<file path="src/design/bqlp_pkg.sv">
// ----------------------------------------------------------------------------
// bqlp_pkg
// Shared widths, register indexes and word types of the interleaved biquad
// low-pass unit.
// ----------------------------------------------------------------------------
package bqlp_pkg;

   localparam int CHAN_BITS        = 3;
   localparam int SAMPLE_BITS      = 24;
   localparam int COEF_BITS        = 32;
   localparam int COEF_FRAC        = 28;
   localparam int PROD_BITS        = COEF_BITS + SAMPLE_BITS;
   localparam int ACC_BITS         = PROD_BITS + 3;
   localparam int SHIFT_BITS       = ACC_BITS - COEF_FRAC;
   localparam int DEF_NUM_CHANNELS = 8;
   localparam int FIFO_DEPTH       = 8;
   localparam int CSR_ADDR_BITS    = 5;
   localparam int CSR_DATA_BITS    = 32;
   localparam int REG_IDX_BITS     = CSR_ADDR_BITS - 2;

   localparam logic [REG_IDX_BITS-1:0] REG_COEF_X0 = REG_IDX_BITS'(0);
   localparam logic [REG_IDX_BITS-1:0] REG_COEF_X1 = REG_IDX_BITS'(1);
   localparam logic [REG_IDX_BITS-1:0] REG_COEF_X2 = REG_IDX_BITS'(2);
   localparam logic [REG_IDX_BITS-1:0] REG_COEF_Y1 = REG_IDX_BITS'(3);
   localparam logic [REG_IDX_BITS-1:0] REG_COEF_Y2 = REG_IDX_BITS'(4);

   localparam logic signed [SAMPLE_BITS-1:0] SAT_MAX = {1'b0, {(SAMPLE_BITS-1){1'b1}}};
   localparam logic signed [SAMPLE_BITS-1:0] SAT_MIN = {1'b1, {(SAMPLE_BITS-1){1'b0}}};

   typedef struct packed {
      logic [CHAN_BITS-1:0]          chan;
      logic signed [SAMPLE_BITS-1:0] sample_in;
      logic                          block_end_in;
   } req_type;

   typedef struct packed {
      logic [CHAN_BITS-1:0]          chan_out;
      logic signed [SAMPLE_BITS-1:0] sample_out;
      logic                          block_end_out;
   } rsp_type;

   typedef struct packed {
      logic signed [SAMPLE_BITS-1:0] x1;
      logic signed [SAMPLE_BITS-1:0] x2;
      logic signed [SAMPLE_BITS-1:0] y1;
      logic signed [SAMPLE_BITS-1:0] y2;
   } hist_type;

   typedef struct packed {
      logic                 en;
      logic [CHAN_BITS-1:0] chan;
      hist_type             data;
   } hist_wr_type;

   typedef struct packed {
      logic signed [COEF_BITS-1:0] c_x0;
      logic signed [COEF_BITS-1:0] c_x1;
      logic signed [COEF_BITS-1:0] c_x2;
      logic signed [COEF_BITS-1:0] c_y1;
      logic signed [COEF_BITS-1:0] c_y2;
   } coef_set_type;

   typedef struct packed {
      logic                 valid;
      logic                 in_range;
      logic [CHAN_BITS-1:0] chan;
   } stage_tag_type;

endpackage

</file>
<file path="src/design/bqlp_out_fifo.sv">
// ----------------------------------------------------------------------------
// bqlp_out_fifo
// Result queue between the pipeline and the response channel.
// ----------------------------------------------------------------------------
module bqlp_out_fifo (
   input  logic              clock,
   input  logic              reset,
   input  logic              push,
   input  bqlp_pkg::rsp_type push_data,
   input  logic              pop_ready,
   output logic              out_valid,
   output bqlp_pkg::rsp_type out_data
);

   localparam int DEPTH    = bqlp_pkg::FIFO_DEPTH;
   localparam int PTR_BITS = $clog2(DEPTH);
   localparam int CNT_BITS = $clog2(DEPTH + 1);

   bqlp_pkg::rsp_type    buf_ff [DEPTH];
   logic [PTR_BITS-1:0]  wr_ptr_ff, wr_ptr_in;
   logic [PTR_BITS-1:0]  rd_ptr_ff, rd_ptr_in;
   logic [CNT_BITS-1:0]  count_ff, count_in;
   logic                 pop;

   assign out_valid = (count_ff != '0);
   assign out_data  = buf_ff[rd_ptr_ff];
   assign pop       = out_valid && pop_ready;

   assign wr_ptr_in = push ? wr_ptr_ff + PTR_BITS'(1) : wr_ptr_ff;
   assign rd_ptr_in = pop ? rd_ptr_ff + PTR_BITS'(1) : rd_ptr_ff;
   assign count_in  = count_ff + CNT_BITS'(push) - CNT_BITS'(pop);

   always_ff @(posedge clock) begin
      if (push) begin
         buf_ff[wr_ptr_ff] <= push_data;
      end
   end

   always_ff @(posedge clock) begin
      if (reset) begin
         wr_ptr_ff <= '0;
         rd_ptr_ff <= '0;
         count_ff  <= '0;
      end else begin
         wr_ptr_ff <= wr_ptr_in;
         rd_ptr_ff <= rd_ptr_in;
         count_ff  <= count_in;
      end
   end

endmodule

</file>
<file path="config.mk">
export PLATFORM = sky130hd
export DESIGN_NAME = bqlp_out_fifo
export DESIGN_NICKNAME = d
export VERILOG_FILES = /design/src/design/bqlp_pkg.sv /design/src/design/bqlp_out_fifo.sv
export SDC_FILE = /design/constraint.sdc
export NUM_CORES = 1
export LEC_CHECK = 0
export ABC_AREA = 1
export BUFFER_PORTS_ARGS = -buffer_cell sky130_fd_sc_hd__buf_2
export CELL_PAD_IN_SITES_DETAIL_PLACEMENT = 1
export CELL_PAD_IN_SITES_GLOBAL_PLACEMENT = 1
export CORE_MARGIN = 5
export CORE_UTILIZATION = 45
export CTS_BUF_LIST = sky130_fd_sc_hd__clkbuf_8
export CTS_CLUSTER_DIAMETER = 80
export DETAILED_ROUTE_END_ITERATION = 12
export PLACE_DENSITY = 0.73
export SLEW_MARGIN = 20
export SYNTH_ARGS = -nofsm -noshare
export SYNTH_HDL_FRONTEND = slang
export SYNTH_SLANG_ARGS = --single-unit
</file>
<file path="constraint.sdc">
create_clock -name clock -period 8 [get_ports clock]
set_clock_uncertainty 0.2 [all_clocks]
set_input_delay 1.2 -clock clock [delete_from_list [all_inputs] [get_ports clock]]
set_output_delay 1.2 -clock clock [all_outputs]
set_load 0.01 [all_outputs]
</file>
Word level (Yosys, flattened, before mapping)
Memory sizes are Yosys's and may differ from the RTL's. A register that Yosys moved wholly into a read port is not among the register bits.
Cells that the tools add are included.
{ "word_totals": {"register_bits": 10, "ram_bits": 224, "input_bits": 32, "memories": 1} }
{ "op_classes": {"addsub": 4, "n_mux": 4, "n_reduce_logical": 2} }
{ "memory_table": {"columns": ["memory", "depth", "word_bits", "read_ports", "rd_ports_with_merged_regs", "wr", "line", "text"], "rows": [
  ["buf_ff", 8, 28, 1, 1, 1, "bqlp_out_fifo.sv:19", "bqlp_pkg::rsp_type buf_ff [DEPTH];"]
]} }
{ "op_table": {"columns": ["op", "count"], "rows": [
  ["3-bit by 1-bit adder with 3-bit output, second input constant", 2],
  ["3-bit 2-to-1 mux", 2],
  ["4-bit by 1-bit adder with 4-bit output", 1],
  ["4-bit nonzero test", 1],
  ["4-bit by 1-bit subtractor with 4-bit output", 1],
  ["1-bit 2-to-1 mux", 2],
  ["1-bit logical AND", 1]
]} }

Longest topological paths before layout
Gate-level depths: netlist of the first run.
{ "depth": {"word_depth": 4, "ltp_mapped": 11, "depth_no_buf": 11} }

Worst setup path before layout of the first run
OpenSTA, ideal clock, no wires.
{ "synth_path": {"path_type": "input -> register", "startpoint": "in push", "endpoint": "mem buf_ff[0][0] (netlist name), enable pin", "arrival_ps": 2759, "required_time_ps": 7387, "setup_slack_ps": 4628, "cell_stages": 3, "path_cell_list": "inv_1 or2_2 nor2_1"} }
{ "synth_between": {"elab_chain_len": 2} }
{ "synth_lines": {"columns": ["element", "line", "text"], "rows": [
  ["start, declared", "bqlp_out_fifo.sv:8", "input logic push,"],
  ["1-bit 2-to-1 mux", "bqlp_out_fifo.sv:34", "if (push) begin"],
  ["1-bit 2-to-1 mux (not written as such)", "bqlp_out_fifo.sv:35", "buf_ff[wr_ptr_ff] <= push_data;"],
  ["end, declared", "bqlp_out_fifo.sv:19", null]
]} }
No other way between the ends.

==> impl_metrics.yaml, run 1 <==
hold_path:
  worstHoldStart: "wr_ptr_ff[0]"
  min_delay_path_depth: 2
  hold_path_class: "reg -> reg"
  hold_path_end: "wr_ptr_ff[0]"
critical_path:
  critPathMostFrequentCell: "nand2_1"
  critical_path_class: "reg -> out"
  path_cells: "clkinv_2 -> buf_4 -> nand2_1 -> nand3_1 -> nand2_1 -> nand2_1 -> nand2_1 -> buf_2"
  end_kind: "output pin"
  ff2ff_setup_slack_ps: 5730
  ff2ff_path_depth: 10
  crit_path_max_incr_delay_ps: 690
  required_ps: 6600
  reg2reg_to: "count_ff[2]"
  crit_slowest_cell: "dfxtp_4"
  timing.rr.start: "count_ff[2]"
  cp_max_fo: 87
  critPathLaunchType: "flop"
  crit_arrival_ps: 3030
route:
  vias_per_cell: 4.892
  drt-initial-drc-count: 420
  wirelength_mm: 24.21
  wl_per_cell_um: 16.82
  drt_first_pass_iters: 4
  drc: 0
  ant_nets: 0
  num_vias: 7040
cts:
  cts-buffers-inserted: 39
  cts_hold_buf: 0
  clock-root-buffer: "clkbuf_8"
  cts_tree: "built"
  cts_resized: 0
  clk_latency_ps: 520
  clk_path_buf_depth: 3
  numClockSinks: 237
  htreeDepth: 2
  path_clk_slew_ps: 60
  post-cts-setup-buffers: 0
sta:
  setup_tns_ps: 0
  fin_crit_ps: 4433
  rsz0062_at_grt: "false"
  slew_violations: 0
  tightest_slew_ps: 1064
  fmax_mhz: 225.6
  finalCritPeriodShare_pct: 55.41
  setup_violations: 0
  max-slew-margin-rel_pct: 28.91
  hold_viol_final: 0
logic_synthesis:
  ys_warn_count: 0
  synth-seq-cells: 237
  avgSynthCellArea_sq_um: 9.856
  yosysSeqAreaShare_pct: 67.13
  post_synth_num_cell_types: 17
  syn_inst: 1056
  synth_fp_nets: 1095
  synth_area_leaders: "edfxtp_1, nand2_1, inv_1"
  yosysTopAreaCell: "edfxtp_1"
  netlist_area_sq_mm: 0.01041
  synth_top_cell_area_share_pct: 64.63
finish:
  drive_gt1_share_pct: 11.01
  nets: 1164
  fillers: 2586
  layout_common_cells: "nand2_1, inv_1, edfxtp_1"
  syn_to_final_growth_pct: 12.38
  final_common_cell: "nand2_1"
status:
  outcome: "finished, final reports clean"
floorplanning:
  die_x_um: 162.1
  start_util_pct: 45.83
  fp.dieH_um: 162.1
  die_area_sq_mm: 0.02627
  pin_count: 61
  core-area_sq_mm: 0.02271
  placementRows: 55
global_route:
  grt_pass1_vias: 7367
  grt_max_degree: 88
  grt_usage_pct: 18.47
  antenna_found_initial: 1
  grt_pass1_wl_mm: 38.16
  grt_overflow: 0
power_and_ir_drop:
  power_density_mw_per_mm2: 266.0
  totalPowerFinal_uw: 3112
  p_leak_uw: 0.005426
  ir_drop_mv: 0.1687
place:
  port_buffers: 60
  place_congestion: 0.6998
  hpwl_mm: 13.63
job:
  cap_violations: 0
==> state kept, by name (all words and copies together), names as in the netlist, named ones only <==
signal	cells
buf_ff	224
rd_ptr_ff	3
wr_ptr_ff	3
count_ff	4
==> worst max path at each step <==
stage,slack (ps),to,startpoint,cells past startpoint
finish,3570,out_data[26],flop,8
global route,3310,out_data[19],flop,8
CTS,3480,out_data[26],flop,8
detailed placement,4040,out_data[25],flop,8
global placement,4110,out_data[18],flop,8
floorplan,4630,buf_ff[0][0],push,3
==> cell type report <==
class	instances	area, sq um	area share [%]
sequential	237	6992	59.78
clock buffer	41	564.3	4.825
antenna	1	2.502	0.02139
tap	285	356.6	3.049
timing repair buffer	70	435.4	3.723
inverter	242	909.6	7.777
clock inverter	28	131.4	1.123
multi-input combinational	535	2305	19.70
==> kinds of logic (layout without fill, tap and decap cells) <==
kind of cell	count (synthesis)	in the layout	share of synthesized area, %
AO/OA/AOI/OAI	12	12	0.5771
adder cells (fa/ha/maj)	7	7	0.9137
buffers and inverters	284	381	11.30
flip-flops	237	237	67.13
other	0	1	0
AND/OR/NAND/NOR	516	516	20.08
==> power by group <==
group	internal (uW)	switching, uW	total [uW]
Clock	503	457	960
Combinational	231	484	715
Sequential	1400	34.4	1440
==> stage by stage <==
step                hold WS, ps  area [sq um]  worst slack, ps  util [%]  cells
global placement          278.7         10920             4108     48.07   1366
global route              333.3         11700             3311     51.50   1439
floorplan                 263.1         10410             4628         -   1056
finish                    307.0         11700             3567     51.50   1439
CTS                       311.3         11610             3484     51.13   1435
detailed placement        299.7         10920             4041     48.07   1366
==> metal layers <==
| layer | vias up | share of wire, % | track usage [%] |
|---|---|---|---|
| li1 | 3426 | - | - |
| met1 | 3432 | 44 | 23.42 |
| met2 | 142 | 50 | 32.55 |
| met3 | 40 | 4.6 | 3.426 |
| met4 | 0 | 1.9 | 5.229 |
| met5 | - | 0 | 0 |
==> Yosys cell counts (all sizes together) <==
cell type  number
clkbuf          4
fa              1
nand2         378
a21oi           8
buf            38
o21ai           4
inv           242
ha              6
or2             2
dfxtp          13
nand3         118
nor2           18
edfxtp        224
==> worst max-delay path, delay by kind of cell, from the launching register on <==
| kind | cells | cell delay, ps |
|---|---|---|
| simple gates | 5 | 580 |
| flops | 1 | 690 |
| buf+inv | 3 | 1210 |
Power figures use the tool's default switching activity.
==> inputs of run 2 (changes only) <==
--- a/config.mk
+++ b/config.mk
@@ -5,7 +5,7 @@
 export SDC_FILE = /design/constraint.sdc
 export NUM_CORES = 1
 export LEC_CHECK = 0
-export ABC_AREA = 1
+export ABC_AREA = 0
 export BUFFER_PORTS_ARGS = -buffer_cell sky130_fd_sc_hd__buf_2
 export CELL_PAD_IN_SITES_DETAIL_PLACEMENT = 1
 export CELL_PAD_IN_SITES_GLOBAL_PLACEMENT = 1
@@ -14,7 +14,7 @@
 export CTS_BUF_LIST = sky130_fd_sc_hd__clkbuf_8
 export CTS_CLUSTER_DIAMETER = 80
 export DETAILED_ROUTE_END_ITERATION = 12
-export PLACE_DENSITY = 0.73
+export PLACE_DENSITY = 0.67
 export SLEW_MARGIN = 20
 export SYNTH_ARGS = -nofsm -noshare
 export SYNTH_HDL_FRONTEND = slang
==> constraint.sdc (replaced) <==
create_clock -name clock -period 4.55 [get_ports clock]
set_clock_uncertainty 0.2 [all_clocks]
set_input_delay 0.6825 -clock clock [delete_from_list [all_inputs] [get_ports clock]]
set_output_delay 0.6825 -clock clock [all_outputs]
set_load 0.01 [all_outputs]
==> run 2 against run 1 <==
Synthesized area is 13% lower. Cell area is 10% lower. Worst hold slack got worse by 64 ps. Sequential power increased by 78%. Combinational power fell by 7.8%. Sequential share of layout area is 7.0 points higher. Die area fell by 12%.
==> impl_metrics.yaml, run 2 <==
route:
  vias_per_cell: 5.362
  wirelength_mm: 17.38
  num_vias: 4209
  ant_nets: 0
  drt_first_pass_iters: 4
  drc: 0
  drt-initial-drc-count: 288
  wl_per_cell_um: 22.14
logic_synthesis:
  syn_inst: 399
  avgSynthCellArea_sq_um: 22.80
  synth_ff_type: "edfxtp_1"
  synth_top_cell_area_share_pct: 73.95
  synth-edff-count: 224
  yosysTopAreaCell: "edfxtp_1"
  synth.most_common_cell: "edfxtp_1"
  synth-seq-cells: 237
  ys_warn_count: 0
  post_synth_num_cell_types: 28
  synth_commonest_cells: "edfxtp_1, mux4_2, mux2_2, dfxtp_1, nor2_1"
  synth_fp_nets: 438
  async_flop_share_pct: 0
  synth_area_leaders: "edfxtp_1, mux4_2, mux2_2"
  yosysSeqAreaShare_pct: 76.81
  netlist_area_sq_mm: 0.009096
critical_path:
  crit_path_max_incr_delay_ps: 810
  required_ps: 3670
  path_cells: "buf_12 -> mux4_2 -> mux2_2 -> buf_2"
  crit_arrival_ps: 2630
  cp_max_fo: 33
  end_kind: "output pin"
  timing.rr.start: "count_ff[2]"
  critical_path_class: "reg -> out"
  critPathLaunchType: "flop"
  crit_slowest_cell: "dfxtp_4"
cts:
  path_clk_slew_ps: 50
  clock-root-buffer: "clkbuf_8"
  htreeDepth: 2
  cts_hold_buf: 0
  cts_tree: "built"
  post-cts-setup-buffers: 0
  cts_resized: 0
  clk_path_buf_depth: 3
  clk_latency_ps: 510
  numClockSinks: 237
  cts-buffers-inserted: 38
floorplanning:
  die_x_um: 152.2
  placementRows: 52
  fp.dieH_um: 152.2
  pin_count: 61
  die_area_sq_mm: 0.02316
  start_util_pct: 45.39
  core-area_sq_mm: 0.02004
place:
  hpwl_mm: 9.505
  place_congestion: 0.7192
  dp_slack_ps: 1471
  port_buffers: 60
sta:
  setup_tns_ps: 0
  fmax_mhz: 284.5
  slew_violations: 0
  fin_crit_ps: 3515
  max-slew-margin-rel_pct: 25.07
  finalCritPeriodShare_pct: 77.26
  holdWs_ps: 242.5
  finalWorstSetupSlack_ps: 1035
  hold_viol_final: 0
  setup_violations: 0
  tightest_slew_ps: 1121
  rsz0062_at_grt: "false"
power_and_ir_drop:
  ir_drop_mv: 0.1913
  p_leak_uw: 0.003439
  intPower_uw: 3646
  p_switching_uw: 1149
  switching_share_pct: 23.97
  pwr-share-clk_pct: 32.6
  power_density_mw_per_mm2: 458.0
  pwr-share-comb_pct: 13.7
  seq_power_share_pct: 53.6
finish:
  top_register: "buf_ff"
  final_common_cell: "edfxtp_1"
  diodes: 0
  largest_reg_flops: 224
  syn_to_final_growth_pct: 15.10
  drive_gt1_share_pct: 38.64
  layout_common_cells: "edfxtp_1, buf_2, mux4_2"
  nets: 531
  top_regs: "buf_ff (224), count_ff (4)"
hold_path:
  worstHoldStart: "push_data[10]"
  hold_path_class: "in -> reg"
status:
  outcome: "finished, final reports clean"
global_route:
  grt_usage_pct: 15.13
  grt_max_degree: 34
  grt_pass1_wl_mm: 27.00
  grt_overflow: 0
  antenna_found_initial: 1
  grt_pass1_vias: 4701
job:
  cap_violations: 0
-- run 2: critical path, delay by kind of cell (launching register included) --
family	cells	cell delay (ps)
buffers and inverters	2	460
multiplexers	2	840
flip-flops	1	810
-- run 2: path summary, 6_finish.rpt --
| path | slack, ps | cells after the start | end |
|---|---|---|---|
| max reg2reg | 2150 | 10 | count_ff[1] |
| min reg2reg | 320 | 2 | flop |
| max | 1030 | 4 | out_data[12] |
| min | 240 | 1 | buf_ff[5][10] |
-- run 2: routing by layer --
layer	up-vias	GRT usage [%]	share of wire (%)
met4	2	4.324	1.9
met5	-	0	0.040
met1	2219	19.88	41
li1	1849	-	-
met3	33	3.465	4.7
met2	106	25.55	52
-- run 2: power groups by stage --
stage | Combinational [uW] | Clock [uW] | Sequential [uW]
finish | 659 | 1570 | 2570
global route | 721 | 1730 | 2590
CTS | 675 | 1620 | 2580
detailed placement | 672 | 0 | 2620
global placement | 651 | 0 | 2620
floorplan | 524 | 0 | 2530
-- run 2: kinds of logic (layout without fill, tap and decap cells) --
kind of cell,after synthesis,count (layout),synth area share (%)
muxes,87,87,18.06
and+or+nand+nor,31,31,1.582
xor gates and xnor gates,3,3,0.2889
DFF,237,237,76.81
adders and majority gates,7,7,1.045
AOI/OAI and AO/OA,10,10,0.5915
buffers and inverters,24,140,1.623
-- run 2: final cells by class --
| class | count | area (sq um) |
|---|---|---|
| flip-flops and latches | 237 | 6993 |
| repair buffers | 69 | 445.4 |
| inverters | 8 | 30.03 |
| well taps | 270 | 337.8 |
| clock buffers | 41 | 564.3 |
| multi-input cells | 138 | 2017 |
| clock inverters | 22 | 82.58 |
| fillers | 1843 | 9569 |
-- run 2: through the flow --
step,std cells,cell area (sq um),power (uW),util (%)
floorplan,399,9096,3054,-
global placement,718,9728,3267,48.55
detailed placement,718,9728,3295,48.55
CTS,781,10380,4876,51.77
global route,785,10470,5038,52.25
finish,785,10470,4795,52.25
